File: src/design/scl_pkg.sv
`timescale 1ns / 1ps
// ----------------------------------------------------------------------------
// scl_pkg
// Types and constants shared by the serial command loader modules.
// ----------------------------------------------------------------------------
package scl_pkg;

    typedef enum logic [1:0] {
        MODE_SCAN = 2'd0,
        MODE_SIZE = 2'd1,
        MODE_DATA = 2'd2
    } t_mode;

    typedef enum logic [2:0] {
        EV_PONG  = 3'd0,
        EV_START = 3'd1,
        EV_SIZE  = 3'd2,
        EV_WRITE = 3'd3,
        EV_DONE  = 3'd4
    } t_event;

    // One queue entry: a result, optionally followed by a load_complete beat.
    typedef struct packed {
        t_event      ev;
        logic [31:0] addr;
        logic [7:0]  data;
        logic        with_done;
    } t_entry;

    localparam logic [31:0] CMD_PING      = 32'h5049_4E47;  // "PING"
    localparam logic [31:0] CMD_LOAD      = 32'h4C4F_4144;  // "LOAD"
    localparam logic [31:0] BASE_AT_RESET = 32'h8001_0000;

    localparam int OUT_TDATA_W = 48;

endpackage

File: src/design/scl_front.sv
`timescale 1ns / 1ps
// ----------------------------------------------------------------------------
// scl_front
// Byte parser: command scan, size gathering and payload addressing.
// ----------------------------------------------------------------------------
module scl_front (
    input  logic            i_clk,
    input  logic            i_rst_n,
    input  logic            i_accept,
    input  logic [7:0]      i_rx_byte,
    input  logic [31:0]     i_load_base,
    output logic            o_push,
    output scl_pkg::t_entry o_entry
);
    import scl_pkg::*;

    t_mode       r_mode,   n_mode;
    logic [23:0] r_window, n_window;
    logic [1:0]  r_cnt,    n_cnt;
    logic [23:0] r_size,   n_size;
    logic [31:0] r_index,  n_index;
    logic [31:0] r_remain, n_remain;

    logic [31:0] w_seq;
    logic [31:0] w_full_size;

    assign w_seq       = {r_window, i_rx_byte};
    assign w_full_size = {i_rx_byte, r_size};

    always_ff @(posedge i_clk) begin
        if (!i_rst_n) begin
            r_mode   <= MODE_SCAN;
            r_window <= '0;
            r_cnt    <= '0;
            r_size   <= '0;
            r_index  <= '0;
            r_remain <= '0;
        end else begin
            r_mode   <= n_mode;
            r_window <= n_window;
            r_cnt    <= n_cnt;
            r_size   <= n_size;
            r_index  <= n_index;
            r_remain <= n_remain;
        end
    end

    always_comb begin
        n_mode   = r_mode;
        n_window = r_window;
        n_cnt    = r_cnt;
        n_size   = r_size;
        n_index  = r_index;
        n_remain = r_remain;
        o_push   = 1'b0;
        o_entry  = '{ev: EV_PONG, addr: '0, data: '0, with_done: 1'b0};
        if (i_accept) begin
            unique case (r_mode)
                MODE_SIZE: begin
                    n_cnt = r_cnt + 2'd1;
                    unique case (r_cnt)
                        2'd0: n_size[7:0]   = i_rx_byte;
                        2'd1: n_size[15:8]  = i_rx_byte;
                        2'd2: n_size[23:16] = i_rx_byte;
                        default: begin
                            o_push   = 1'b1;
                            o_entry.ev = EV_SIZE;
                            if (w_full_size == '0) begin
                                o_entry.with_done = 1'b1;
                                n_mode   = MODE_SCAN;
                                n_window = '0;
                            end else begin
                                n_mode   = MODE_DATA;
                                n_index  = '0;
                                n_remain = w_full_size;
                            end
                        end
                    endcase
                end
                MODE_DATA: begin
                    o_push       = 1'b1;
                    o_entry.ev   = EV_WRITE;
                    o_entry.addr = i_load_base + r_index;
                    o_entry.data = i_rx_byte;
                    n_index      = r_index + 32'd1;
                    n_remain     = r_remain - 32'd1;
                    if (r_remain == 32'd1) begin
                        o_entry.with_done = 1'b1;
                        n_mode   = MODE_SCAN;
                        n_window = '0;
                        n_cnt    = '0;
                    end
                end
                default: begin
                    // scanning; the unused mode code behaves the same
                    n_window = w_seq[23:0];
                    n_mode   = MODE_SCAN;
                    if (w_seq == CMD_PING) begin
                        o_push     = 1'b1;
                        o_entry.ev = EV_PONG;
                    end else if (w_seq == CMD_LOAD) begin
                        o_push     = 1'b1;
                        o_entry.ev = EV_START;
                        n_mode     = MODE_SIZE;
                        n_cnt      = '0;
                        n_size     = '0;
                        n_index    = '0;
                    end
                end
            endcase
        end
    end

endmodule

File: src/design/scl_queue.sv
`timescale 1ns / 1ps
// ----------------------------------------------------------------------------
// scl_queue
// Small register FIFO between the parser and the output stage.
// ----------------------------------------------------------------------------
module scl_queue #(
    parameter int DEPTH = 4
) (
    input  logic            i_clk,
    input  logic            i_rst_n,
    input  logic            i_push,
    input  scl_pkg::t_entry i_entry,
    input  logic            i_pop,
    output scl_pkg::t_entry o_entry,
    output logic            o_full,
    output logic            o_empty
);
    import scl_pkg::*;

    localparam int PTR_W = (DEPTH > 1) ? $clog2(DEPTH) : 1;
    localparam int CNT_W = $clog2(DEPTH + 1);
    localparam logic [PTR_W-1:0] LAST_PTR = PTR_W'(DEPTH - 1);
    localparam logic [CNT_W-1:0] FULL_CNT = CNT_W'(DEPTH);

    t_entry           r_mem [DEPTH];
    logic [PTR_W-1:0] r_wr_ptr, n_wr_ptr;
    logic [PTR_W-1:0] r_rd_ptr, n_rd_ptr;
    logic [CNT_W-1:0] r_count,  n_count;
    logic             w_push, w_pop;

    assign o_full  = (r_count == FULL_CNT);
    assign o_empty = (r_count == '0);
    assign o_entry = r_mem[r_rd_ptr];
    assign w_push  = i_push && !o_full;
    assign w_pop   = i_pop && !o_empty;

    always_comb begin
        n_wr_ptr = r_wr_ptr;
        n_rd_ptr = r_rd_ptr;
        n_count  = r_count;
        if (w_push) begin
            n_wr_ptr = (r_wr_ptr == LAST_PTR) ? '0 : r_wr_ptr + PTR_W'(1);
        end
        if (w_pop) begin
            n_rd_ptr = (r_rd_ptr == LAST_PTR) ? '0 : r_rd_ptr + PTR_W'(1);
        end
        if (w_push && !w_pop) begin
            n_count = r_count + CNT_W'(1);
        end else if (w_pop && !w_push) begin
            n_count = r_count - CNT_W'(1);
        end
    end

    always_ff @(posedge i_clk) begin
        if (!i_rst_n) begin
            r_wr_ptr <= '0;
            r_rd_ptr <= '0;
            r_count  <= '0;
        end else begin
            r_wr_ptr <= n_wr_ptr;
            r_rd_ptr <= n_rd_ptr;
            r_count  <= n_count;
        end
    end

    always_ff @(posedge i_clk) begin
        if (w_push) begin
            r_mem[r_wr_ptr] <= i_entry;
        end
    end

endmodule

File: src/design/scl_back.sv
`timescale 1ns / 1ps
// ----------------------------------------------------------------------------
// scl_back
// Output stage: turns queue entries into one or two result beats.
// ----------------------------------------------------------------------------
module scl_back (
    input  logic            i_clk,
    input  logic            i_rst_n,
    input  scl_pkg::t_entry i_entry,
    input  logic            i_empty,
    output logic            o_pop,
    output logic            o_tvalid,
    input  logic            i_tready,
    output logic [scl_pkg::OUT_TDATA_W-1:0] o_tdata,
    output logic            o_tlast
);
    import scl_pkg::*;

    logic        r_valid;
    logic        r_pend_done;
    t_event      r_ev;
    logic [31:0] r_addr;
    logic [7:0]  r_data;
    logic        r_last;
    logic        w_free;

    assign w_free = !r_valid || i_tready;
    assign o_pop  = w_free && !r_pend_done && !i_empty;

    always_ff @(posedge i_clk) begin
        if (!i_rst_n) begin
            r_valid     <= 1'b0;
            r_pend_done <= 1'b0;
        end else if (w_free) begin
            if (r_pend_done) begin
                r_valid     <= 1'b1;
                r_pend_done <= 1'b0;
            end else begin
                r_valid     <= !i_empty;
                r_pend_done <= !i_empty && i_entry.with_done;
            end
        end
    end

    always_ff @(posedge i_clk) begin
        if (w_free) begin
            if (r_pend_done) begin
                r_ev   <= EV_DONE;
                r_addr <= '0;
                r_data <= '0;
                r_last <= 1'b1;
            end else begin
                r_ev   <= i_entry.ev;
                r_addr <= i_entry.addr;
                r_data <= i_entry.data;
                r_last <= !i_entry.with_done;
            end
        end
    end

    assign o_tvalid = r_valid;
    assign o_tlast  = r_last;
    assign o_tdata  = {5'd0, r_data, r_addr, r_ev};

endmodule

File: src/design/serial_command_loader.sv
`timescale 1ns / 1ps
// ----------------------------------------------------------------------------
// serial_command_loader
// Scans received bytes for PING and LOAD and reports loader events.
// ----------------------------------------------------------------------------
// Takes one received byte per cycle on the slave stream. The parser decides
// each byte in the cycle it arrives and puts its results into a QUEUE_DEPTH
// entry queue; the output stage sends one beat per cycle, so a byte that
// causes two results (the last payload byte, or a zero size) takes two output
// beats. Two such bytes are always at least eight bytes apart, so the queue
// drains the extra beat on its own; input stalls only when the queue is full,
// which happens only when the output side is held off. The user must write
// load_base via i_cfg_we / i_cfg_wdata only while idle; the block won't check.
module serial_command_loader #(
    parameter int QUEUE_DEPTH = 4
) (
    input  logic        i_clk,
    input  logic        i_rst_n,
    input  logic        i_cfg_we,
    input  logic [31:0] i_cfg_wdata,
    input  logic        i_s_axis_tvalid,
    output logic        o_s_axis_tready,
    input  logic [7:0]  i_s_axis_tdata,    // [7:0] rx_byte
    output logic        o_m_axis_tvalid,
    input  logic        i_m_axis_tready,
    // [2:0] event_res, [34:3] write_address, [42:35] write_data, [47:43] zero
    output logic [scl_pkg::OUT_TDATA_W-1:0] o_m_axis_tdata,
    output logic        o_m_axis_tlast     // last
);
    import scl_pkg::*;

    logic [31:0] r_load_base;
    logic        w_accept;
    logic        w_push;
    logic        w_pop;
    logic        w_full;
    logic        w_empty;
    t_entry      w_push_entry;
    t_entry      w_head_entry;

    always_ff @(posedge i_clk) begin
        if (!i_rst_n) begin
            r_load_base <= BASE_AT_RESET;
        end else if (i_cfg_we) begin
            r_load_base <= i_cfg_wdata;
        end
    end

    assign o_s_axis_tready = !w_full;
    assign w_accept        = i_s_axis_tvalid && !w_full;

    scl_front u_front (
        .i_clk       (i_clk),
        .i_rst_n     (i_rst_n),
        .i_accept    (w_accept),
        .i_rx_byte   (i_s_axis_tdata),
        .i_load_base (r_load_base),
        .o_push      (w_push),
        .o_entry     (w_push_entry)
    );

    scl_queue #(
        .DEPTH (QUEUE_DEPTH)
    ) u_queue (
        .i_clk   (i_clk),
        .i_rst_n (i_rst_n),
        .i_push  (w_push),
        .i_entry (w_push_entry),
        .i_pop   (w_pop),
        .o_entry (w_head_entry),
        .o_full  (w_full),
        .o_empty (w_empty)
    );

    scl_back u_back (
        .i_clk    (i_clk),
        .i_rst_n  (i_rst_n),
        .i_entry  (w_head_entry),
        .i_empty  (w_empty),
        .o_pop    (w_pop),
        .o_tvalid (o_m_axis_tvalid),
        .i_tready (i_m_axis_tready),
        .o_tdata  (o_m_axis_tdata),
        .o_tlast  (o_m_axis_tlast)
    );

endmodule
File: config.mk
export PLATFORM = sky130hd
export DESIGN_NAME = serial_command_loader
export DESIGN_NICKNAME = d
export VERILOG_FILES = /design/src/design/scl_pkg.sv /design/src/design/scl_front.sv /design/src/design/scl_queue.sv /design/src/design/scl_back.sv /design/src/design/serial_command_loader.sv
export SDC_FILE = /design/constraint.sdc
export NUM_CORES = 1
export LEC_CHECK = 0
export BUFFER_PORTS_ARGS = -buffer_cell sky130_fd_sc_hd__buf_4
export CORE_ASPECT_RATIO = 2
export CORE_MARGIN = 2
export CORE_UTILIZATION = 55
export CTS_CLUSTER_DIAMETER = 100
export DETAILED_ROUTE_END_ITERATION = 7
export GPL_TIMING_DRIVEN = 0
export HOLD_SLACK_MARGIN = 0.02
export PLACE_DENSITY = 0.8
export SYNTH_ARGS = -nofsm -noshare
export SYNTH_HDL_FRONTEND = slang
export SYNTH_SLANG_ARGS = --single-unit
export TNS_END_PERCENT = 50
File: constraint.sdc
create_clock -name i_clk -period 4.4 [get_ports i_clk]
set_input_delay 0.22 -clock i_clk [delete_from_list [all_inputs] [get_ports i_clk]]
set_output_delay 0.22 -clock i_clk [all_outputs]
set_load 0.1 [all_outputs]
==> impl_metrics.csv, run 1 <==
group,metric,value,unit
clock_tree,cts_tree,"done",
setup_path,crit_top_cell,"o31a_1",
place,place_ws,0.165,ns
global_routing,grt_pass1_wl,63400,um
synthesis,synthDistinctLibCells,77,
synthesis,synth-edff-count,216,
synthesis,synth_area_leaders,"edfxtp_1 37%, dfxtp_1 18%, mux4_2 5.6%",
power,swShare,0.323,
global_routing,grtUsageTotal,0.246,
route,routed_wl,40400,um
final_layout,area_delta_synth_final,16.4,%
place,io_buffers,88,
setup_path,critPathSlowestCell,"a2111oi_1",
floorplanning,start_util,0.554,
route,drc,0,
power,switchingPower,2.97,mW
clock_tree,cts-buffers-inserted,34,
place,post-dp-hpwl,28100,um
route,final_antenna_net_count,0,
setup_path,crit_chain,"ha_1 -> inv_1 -> fa_1 -> nor2b_1 -> o31a_1 -> o31ai_1 -> a2111oi_1 -> nor3b_1 -> o31a_1 -> o21ai_0 -> mux2i_1",
sta,period_share,0.925,
global_routing,grt.overflow.total,0,
synthesis,netlist.top_cell.by_area,"edfxtp_1",
clock_tree,clock-root-buffer,"clkbuf_16",
synthesis,ys_ff_latch,375,
route,firstDrtPassIters,7,
route,drt_iter0_drc,984,
setup_path,path_max_fanout,7,
synthesis,synthFlopType,"edfxtp_1",
clock_tree,clock_latency,0.53,ns
sta,grt_setup_unrepaired,"false",
clock_tree,cts_sinks,375,
final_layout,diodes,0,
floorplanning,rows,92,
power,internal-power,6.24,mW
job,drv_cap,0,
synthesis,synthCells,1490,
final_layout,fin_cells,2104,
clock_tree,cts_max_level,2,
sta,setup_viol_count_final,0,
power,seqPwrFrac,0.435,
setup_path,worstPathArrival,4.35,ns
sta,fin_crit,4.07,ns
synthesis,syn_area,17300,um2
floorplanning,io_pins,96,
power,clkPwrFrac,0.338,
place,dpl.cell_count,2009,
route,vias,12300,
floorplanning,core_area,31300,um2
global_routing,grt_pass1_vias,11800,
sta,clock.fmax,246,MHz
global_routing,antenna_found_initial,0,
power,pwr-share-comb,0.227,
setup_path,critPathLaunchType,"flop",
hold_path,hold_path.class,"input pin to flop",
final_layout,final_layout_size_suffix_gt1_frac,0.130,
sta,relSlewSlack,0.342,
sta,holdWs,0.0417,ns
synthesis,yosys_warnings,0,
sta,fin_ws,0.328,ns
route,via_per_inst,5.84,
floorplanning,die_w,130,um
setup_path,worst-setup-path-type,"flop to flop",
synthesis,avgSynthCellArea,11.6,um2
power,p_total,9.22,mW
synthesis,ys_seq_area_frac,0.558,
run_status,status,"completed",
clock_tree,clockBufferDepth,3,
setup_path,crit_required,4.68,ns
sta,finalHoldViolations,0,
route,wire_per_inst,19.2,um
floorplanning,die_h,255,um
global_routing,grt_max_degree,45,
power,power_density,457,nW/um2
place,globalplace.congestion,0.954,
final_layout,nets,1749,
synthesis,ys_async_sr_fraction,0,
setup_path,end_kind,"flop",
sta,worstMarginPinSlew,0.984,ns
floorplanning,dieArea,33000,um2
synthesis,synth_top_area_frac,0.374,
sta,fin_skew,0.0214,ns
sta,finalMaxSlewViolations,0,
setup_path,crit_path_max_incr_delay,0.74,ns
power,peakVddDrop,397,uV
clock_tree,clkTransAtPathRegs,0.06,ns
power,p_leak,6.88,nW
[metrics by stage]
stage               TNS (ns)  instance area [um2]   util
finish                     0                20200  0.644
global route               0                20200  0.644
CTS                        0                20200  0.644
detailed placement         0                18700  0.596
global placement     -226.78                18500  0.592
floorplan              -9.57                17400      -
[worst max-delay path: cells and delay by family, from the launching register on]
| kind | cells | cell delay (ns) |
|---|---|---|
| buffers and inverters | 1 | 0.06 |
| adder cells (fa/ha/maj) | 2 | 0.63 |
| AO/OA/AOI/OAI | 5 | 1.73 |
| multiplexers | 1 | 0.47 |
| flip-flops | 1 | 0.50 |
| AND/OR/NAND/NOR | 2 | 0.43 |
[power by group through the flow]
stage | sequential [mW] | combinational [mW] | clock, mW
after floorplan | 5.10 | 0.592 | 0
after global placement | 4.08 | 2.04 | 0
after detailed placement | 4.08 | 2.06 | 0
final | 4.01 | 2.09 | 3.11
after global routing | 4.03 | 2.19 | 3.27
after CTS | 4.01 | 2.10 | 3.15
[registers in the layout, summed over array words and instances (netlist names), named ones only]
signal / cells
r_load_base: 32
u_back.o_tlast: 1
u_back.o_tvalid: 1
u_back.r_addr: 32
u_back.r_data: 8
u_back.r_ev: 3
u_back.r_pend_done: 1
u_front.r_cnt: 2
u_front.r_index: 32
u_front.r_mode: 2
u_front.r_remain: 32
u_front.r_size: 24
u_front.r_window: 24
u_queue.r_count: 3
u_queue.r_mem: 172
u_queue.r_rd_ptr: 2
u_queue.r_wr_ptr: 2
[synth_stat cells (all sizes together), types with 13 or more instances]
library cell,n
a31oi,14
xnor2,19
ha,46
mux4,43
nor3,33
clkbuf,48
nand4,13
buf,29
a21o,20
xor2,31
or3,14
and3,18
nor2,121
and2,19
edfxtp,216
nand3,70
nand2,70
mux2i,63
nor4,21
a21oi,71
dfxtp,159
o21ai,80
nor2b,118
inv,29
[worst paths after layout]
check	start	to	slack, ns	cells past startpoint
hold / removal	i_s_axis_tdata[4]	u_front.r_window[4]	0.04	3
hold reg to reg	u_back.r_pend_done	u_back.r_ev[2]	0.45	0
setup / recovery	u_front.r_index[0]	u_queue.r_mem[1][39]	0.33	11
setup reg to reg	u_front.r_index[0]	u_queue.r_mem[1][39]	0.33	11
[area by class of cell]
class,count,area [um2]
sequential,375,9670
multi-input combinational,1013,7290
tap,423,529
clock inverter,9,125
fill,2374,11100
clock buffer,52,1050
timing repair buffer,126,1080
buffer,77,314
inverter,29,109
[per-layer routing]
layer / track usage / wire (um) / up-vias
met4: 0.0955 / 1620 / 0
met5: 0 / 0 / -
met3: 0.0387 / 2500 / 98
met2: 0.422 / 20000 / 461
li1: - / - / 5831
met1: 0.312 / 16200 / 5897
[layout by cell type, fill, tap and decap left out, types with 18 or more instances in the layout]
cell type and instances:
mux4_2 43, clkbuf_16 38, buf_1 19, nor2b_1 114, nor3_1 32, dfxtp_1 159, xor2_1 31, nand2_1 70
clkbuf_1 57, nor2_1 120, o21ai_0 77, dlygate4sd3_1 34, edfxtp_1 216, buf_4 93, and3_1 18, ha_1 46
a21oi_1 68, a21o_1 20, nor4_1 18, mux2i_1 63, and2_1 19, xnor2_1 19, inv_1 28, nand3_1 68
[timing repair]
action | in CTS | in global routing
buffers inserted | 0 | 0
hold endpoints to repair | 34 | 0
resized for setup | 0 | 1
endpoints found under the setup margin | 0 | 8
hold buffers | 34 | 0
[kinds of logic (layout without fill, tap and decap cells)]
family | count (synthesis) | in the layout | share of synthesized area
multiplexers | 106 | 106 | 0.0922
AND/OR/NAND/NOR | 536 | 536 | 0.165
buffers and inverters | 106 | 293 | 0.0244
flip-flops | 375 | 375 | 0.558
AO/OA/AOI/OAI | 268 | 268 | 0.0996
adder cells (fa/ha/maj) | 48 | 48 | 0.0355
other | 1 | 5 | 0.000216
XOR/XNOR | 50 | 50 | 0.0253
(Power assumes the default switching activity.)
==> inputs of run 2 (changes only) <==
CORE_UTILIZATION = 40   (was 55)
PLACE_DENSITY = 0.63   (was 0.8)
==> run 2 against run 1 <==
  * Design area grew 1.3%
  * Clock-buffer cell count decreased by 6
  * Cell count up 5.9%
  * Die area up 37%
  * Wire length increased by 13%
==> impl_metrics.csv, run 2 (synthesis results as in run 1) <==
group,metric,value,unit
sta,setup_viol_count_final,0,
floorplanning,rows,107,
run_status,status,"completed",
global_routing,grt.overflow.total,0,
final_layout,final_common_cell,"edfxtp_1",
global_routing,grtUsageMet3,0.0255,
sta,period_share,0.904,
route,drc,0,
route,firstDrtPassIters,5,
hold_path,hold_start,"i_s_axis_tdata[5]",
clock_tree,cts_tree,"done",
power,pwr-share-comb,0.224,
power,internal-power,6.41,mW
setup_path,worst-setup-path-type,"flop to flop",
setup_path,path_max_fanout,7,
place,placed_area,18800,um2
global_routing,grt_pass1_wl,71100,um
final_layout,fin_area,20400,um2
global_routing,grt_pass1_vias,12900,
sta,fin_crit,3.98,ns
final_layout,largest_register_ffs,172,
sta,finalMaxSlewViolations,0,
final_layout,top_register,"u_queue.r_mem",
global_routing,grt_max_degree,42,
global_routing,busiest_layer,"met2",
route,final_antenna_net_count,0,
hold_path,whs_path_depth,3,
place,post-dp-hpwl,33800,um
floorplanning,io_pins,96,
setup_path,worst_r2r_path_depth,11,
place,globalplace.congestion,0.969,
power,switchingPower,3.08,mW
setup_path,critPathLaunch,"u_front.r_index[0]",
power,power_density,464,nW/um2
global_routing,antenna_found_initial,1,
floorplanning,die_h,298,um
clock_tree,cts_max_level,2,
setup_path,rr_startpoint,"u_front.r_index[0]",
setup_path,crit_required,4.69,ns
sta,worstMarginPinSlew,1.03,ns
floorplanning,start_util,0.406,
sta,finalSetupTns,0,ns
job,drv_cap,0,
setup_path,end_kind,"flop",
route,wire_per_inst,20.6,um
power,peakVddDrop,255,uV
final_layout,final_cell_mix,"216 x edfxtp_1, 159 x dfxtp_1, 120 x nor2_1, 114 x nor2b_1, 93 x buf_4",
clock_tree,cts-buffers-inserted,35,
clock_tree,cts_sinks,375,
clock_tree,clkTransAtPathRegs,0.07,ns
sta,holdWs,0.0372,ns
route,vias,12300,
floorplanning,core_area,42700,um2
hold_path,hold_path.class,"input pin to flop",
power,clkPwrFrac,0.353,
setup_path,worstPathArrival,4.27,ns
final_layout,area_delta_synth_final,17.9,%
clock_tree,clock_latency,0.53,ns
power,swShare,0.324,
global_routing,met1_usage,0.202,
final_layout,nets,1750,
sta,clock.fmax,251,MHz
sta,finalHoldViolations,0,
final_layout,diodes,0,
global_routing,grt_use_met2,0.404,
route,drt_iter0_drc,747,
setup_path,critPathLaunchType,"flop",
route,via_per_inst,5.54,
route,routed_wl,45800,um
floorplanning,dieArea,45100,um2
global_routing,grtUsageTotal,0.206,
power,seqPwrFrac,0.423,
clock_tree,clockBufferDepth,3,
final_layout,final_layout_size_suffix_gt1_frac,0.137,
place,io_buffers,88,
sta,grt_setup_unrepaired,"false",
sta,fin_skew,0.0158,ns
power,p_leak,6.93,nW
floorplanning,die_w,151,um
sta,relSlewSlack,0.314,
clock_tree,clock-root-buffer,"clkbuf_16",
-- run 2: cell count changes in the layout (fill, tap and decap cells not counted), moves of 2 or more --
cell        delta
bufinv_16      +2
clkbuf_1       -7
clkinv_2       +2
clkinvlp_4     +2
inv_6          +2
-- run 2: path summary, 6_finish.rpt --
check | slack (ns) | to
min reg2reg | 0.47 | u_front.r_window[21]
min | 0.04 | u_front.r_window[5]
max reg2reg | 0.42 | u_queue.r_mem[1][37]
max | 0.42 | u_queue.r_mem[1][37]
-- run 2: what timing repair did --
action / in CTS / in global routing
endpoints found under the setup margin: 4 / 16
resized for setup: 1 / 1
buffers inserted: 0 / 0
endpoints found under the hold margin: 33 / 0
hold buffers: 33 / 0
-- run 2: critical path, stage by stage, from the launching register on --
cell	delay, ns
dfxtp_1	0.52
ha_1	0.28
inv_1	0.07
fa_1	0.39
nor2b_1	0.21
o31a_1	0.20
o31ai_1	0.19
a2111oi_2	0.62
nor3b_1	0.22
o31a_1	0.39
o21ai_0	0.22
mux2i_1	0.42
-- run 2: final cells by class --
cell class                      count  area (um2)
Clock buffer                       46        1050
Tap cell                          545         682
Clock inverter                     17         224
Fill cell                        3802       22300
Inverter                           29         109
Multi-Input combinational cell   1013        7300
Sequential cell                   375        9670
Buffer                             77         314
Timing Repair Buffer              126        1090
-- run 2: power by group through the flow --
| stage | registers (mW) | logic, mW | clock network, mW |
|---|---|---|---|
| after floorplan | 5.10 | 0.592 | 0 |
| after global placement | 4.09 | 2.10 | 0 |
| after detailed placement | 4.09 | 2.13 | 0 |
| after CTS | 4.01 | 2.15 | 3.41 |
| after global routing | 4.02 | 2.24 | 3.53 |
| final | 4.01 | 2.12 | 3.35 |
-- run 2: routing by layer --
layer | up-vias | part of all wire
met3 | 134 | 0.040
met5 | - | 0.00033
met2 | 391 | 0.57
met1 | 5981 | 0.34
met4 | 2 | 0.053
li1 | 5832 | -
-- run 2: per-stage QoR --
stage | util | setup WS, ns | std cells | power, mW
global route | 0.479 | 0.0746 | 2228 | 9.80
finish | 0.479 | 0.423 | 2228 | 9.48
detailed placement | 0.441 | -0.0209 | 2132 | 6.21
CTS | 0.478 | 0.240 | 2228 | 9.58
global placement | 0.438 | -1.84 | 2127 | 6.18
floorplan | - | -0.0556 | 1494 | 5.69
==> inputs of run 3 (changes only) <==
CORE_MARGIN = default   (was 2)
==> run 3 against run 2 <==
  * Die area is 2.0% lower
  * Clock power is 8.7% lower
  * Clock-buffer cell count is 5 lower
  * Register-to-register slack better by 0.03 ns
  * Sequential cell count stayed put
  * First-iteration DRC count is 2.0% higher
  * Design area is 0.39% lower
  * Hold slack better by 0.025 ns
  * Wire length hardly changed
  * Worst setup slack better by 0.034 ns
  * Via count is 0.14% higher
  * Critical path type unchanged
  * Critical endpoint is now u_queue.r_mem[3][39]
  * Largest power group unchanged
==> impl_metrics.csv, run 3 (synthesis results as in run 1) <==
group,metric,value,unit
run_status,status,"completed",
hold_path,hold_path.class,"input pin to flop",
power,p_total,9.18,mW
sta,fin_skew,0.0274,ns
power,switchingPower,3.14,mW
sta,setup_viol_count_final,0,
final_layout,fin_area,20400,um2
final_layout,final_common_cell,"edfxtp_1",
power,pwr-share-comb,0.231,
power,internal-power,6.04,mW
clock_tree,clockBufferDepth,3,
route,final_antenna_net_count,0,
sta,finalMaxSlewViolations,0,
place,placed_area,18800,um2
clock_tree,clkTransAtPathRegs,0.07,ns
clock_tree,clock_latency,0.55,ns
route,vias,12400,
place,io_buffers,88,
final_layout,fillCellCount,3899,
floorplanning,dieArea,44200,um2
setup_path,path_max_fanout,7,
route,via_per_inst,5.53,
setup_path,worst-setup-path-type,"flop to flop",
floorplanning,core_area,42700,um2
final_layout,diodes,0,
final_layout,area_delta_synth_final,17.4,%
floorplanning,io_pins,96,
clock_tree,cts_max_level,2,
setup_path,critPathSlowestCell,"a2111oi_2",
sta,grt_setup_unrepaired,"false",
sta,fin_crit,3.94,ns
sta,clock.fmax,254,MHz
final_layout,largest_register_ffs,172,
floorplanning,die_w,149,um
setup_path,crit_chain,"ha_1 -> inv_1 -> fa_1 -> nor2b_1 -> o31a_1 -> o31ai_1 -> a2111oi_2 -> nor3b_1 -> o31a_1 -> o21ai_0 -> mux2i_1",
final_layout,nets,1755,
sta,relSlewSlack,0.281,
global_routing,grtUsageTotal,0.212,
floorplanning,rows,107,
floorplanning,start_util,0.406,
job,drv_cap,0,
setup_path,crit_top_cell,"o31a_1",
setup_path,end_kind,"flop",
route,drt_iter0_drc,762,
setup_path,critPathLaunchType,"flop",
global_routing,grt_max_degree,41,
global_routing,grt_pass1_wl,70200,um
clock_tree,clock-root-buffer,"clkbuf_16",
route,wire_per_inst,20.5,um
route,routed_wl,45800,um
final_layout,top_register,"u_queue.r_mem",
clock_tree,cts_tree,"done",
clock_tree,cts_sinks,375,
final_layout,final_layout_size_suffix_gt1_frac,0.136,
power,clkPwrFrac,0.333,
floorplanning,die_h,296,um
place,post-dp-hpwl,34300,um
setup_path,crit_path_max_incr_delay,0.57,ns
global_routing,antenna_found_initial,1,
power,seqPwrFrac,0.436,
global_routing,grt.overflow.total,0,
route,firstDrtPassIters,5,
power,peakVddDrop,294,uV
place,globalplace.congestion,0.922,
power,swShare,0.342,
final_layout,final_cell_mix,"216 x edfxtp_1, 159 x dfxtp_1, 120 x nor2_1, 114 x nor2b_1, 93 x buf_4",
sta,worstMarginPinSlew,1.07,ns
sta,finalHoldViolations,0,
clock_tree,post_cts_buffers,0,
setup_path,worstPathArrival,4.24,ns
sta,period_share,0.896,
setup_path,crit_required,4.69,ns
clock_tree,cts-buffers-inserted,35,
route,drc,0,
power,power_density,451,nW/um2
power,p_leak,6.89,nW
global_routing,grt_pass1_vias,12600,
-- run 3: changes by cell type in the layout (fill, tap and decap cells not counted), moves of 2 or more --
| cell | previous run | this run |
|---|---|---|
| dlygate4sd3_1 | 33 | 38 |
| bufinv_16 | 5 | 1 |
| clkbuf_8 | 5 | 1 |
| inv_6 | 2 | 6 |
| clkbuf_16 | 39 | 36 |
| clkinv_8 | 0 | 3 |
| clkbuf_1 | 50 | 52 |
| clkinv_2 | 4 | 6 |
| clkinv_4 | 1 | 3 |
-- run 3: power groups by stage --
| stage | Sequential (mW) | Clock, mW | Combinational (mW) |
|---|---|---|---|
| 6_report | 4.01 | 3.06 | 2.12 |
| 5_1_grt | 4.03 | 3.23 | 2.23 |
| 4_1_cts | 4.01 | 3.12 | 2.15 |
| 3_5_place_dp | 4.09 | 0 | 2.12 |
| 3_3_place_gp | 4.09 | 0 | 2.10 |
| 2_1_floorplan | 5.10 | 0 | 0.592 |
-- run 3: final timing paths --
| path | to | slack, ns | start | cells past startpoint |
|---|---|---|---|---|
| max reg2reg | u_queue.r_mem[3][39] | 0.46 | u_front.r_index[0] | 11 |
| min | u_front.r_window[1] | 0.06 | i_s_axis_tdata[1] | 3 |
| max | u_queue.r_mem[3][39] | 0.46 | u_front.r_index[0] | 11 |
| min reg2reg | u_back.r_ev[2] | 0.46 | u_back.r_pend_done | 0 |
-- run 3: cell type report --
class                           instances  area (um2)  share of cell area
Buffer                                 77         314              0.0154
Clock buffer                           41         930              0.0457
Clock inverter                         23         218              0.0107
Inverter                               29         109             0.00535
Multi-Input combinational cell       1013        7300               0.358
Sequential cell                       375        9670               0.475
Tap cell                              545         682              0.0335
Timing Repair Buffer                  131        1140              0.0561
-- run 3: worst max-delay path: cells and delay by family (launching register included) --
| kind | cells | cell delay [ns] |
|---|---|---|
| DFF | 1 | 0.52 |
| AOI/OAI and AO/OA | 5 | 1.60 |
| buffers and inverters | 1 | 0.07 |
| muxes | 1 | 0.44 |
| adders and majority gates | 2 | 0.66 |
| and+or+nand+nor | 2 | 0.43 |
-- run 3: metal layers --
layer / routed length (um) / vias up / part of all wire / GRT usage
met4: 2640 / 2 / 0.058 / 0.121
met3: 1500 / 127 / 0.033 / 0.0230
met5: 12 / - / 0.00026 / 0
met1: 15600 / 6037 / 0.34 / 0.200
li1: - / 5863 / - / -
met2: 26100 / 328 / 0.57 / 0.427
-- run 3: through the flow --
stage | setup WS, ns | hold slack [ns] | cells | utilization | setup TNS, ns
CTS | 0.240 | 0.0419 | 2234 | 0.477 | 0
global route | 0.219 | 0.0466 | 2234 | 0.477 | 0
global placement | -1.99 | 0.450 | 2127 | 0.438 | -338.47
finish | 0.457 | 0.0625 | 2234 | 0.477 | 0
floorplan | -0.0556 | 0.349 | 1494 | - | -9.57
detailed placement | 0.0239 | 0.453 | 2132 | 0.441 | 0
-- run 3: what timing repair did --
action	4_1_cts	5_1_grt
hold endpoints to repair	38	0
pin swaps	0	0
gates cloned	0	0
endpoints found under the setup margin	4	8
gates resized for setup	1	1
hold buffers	38	0
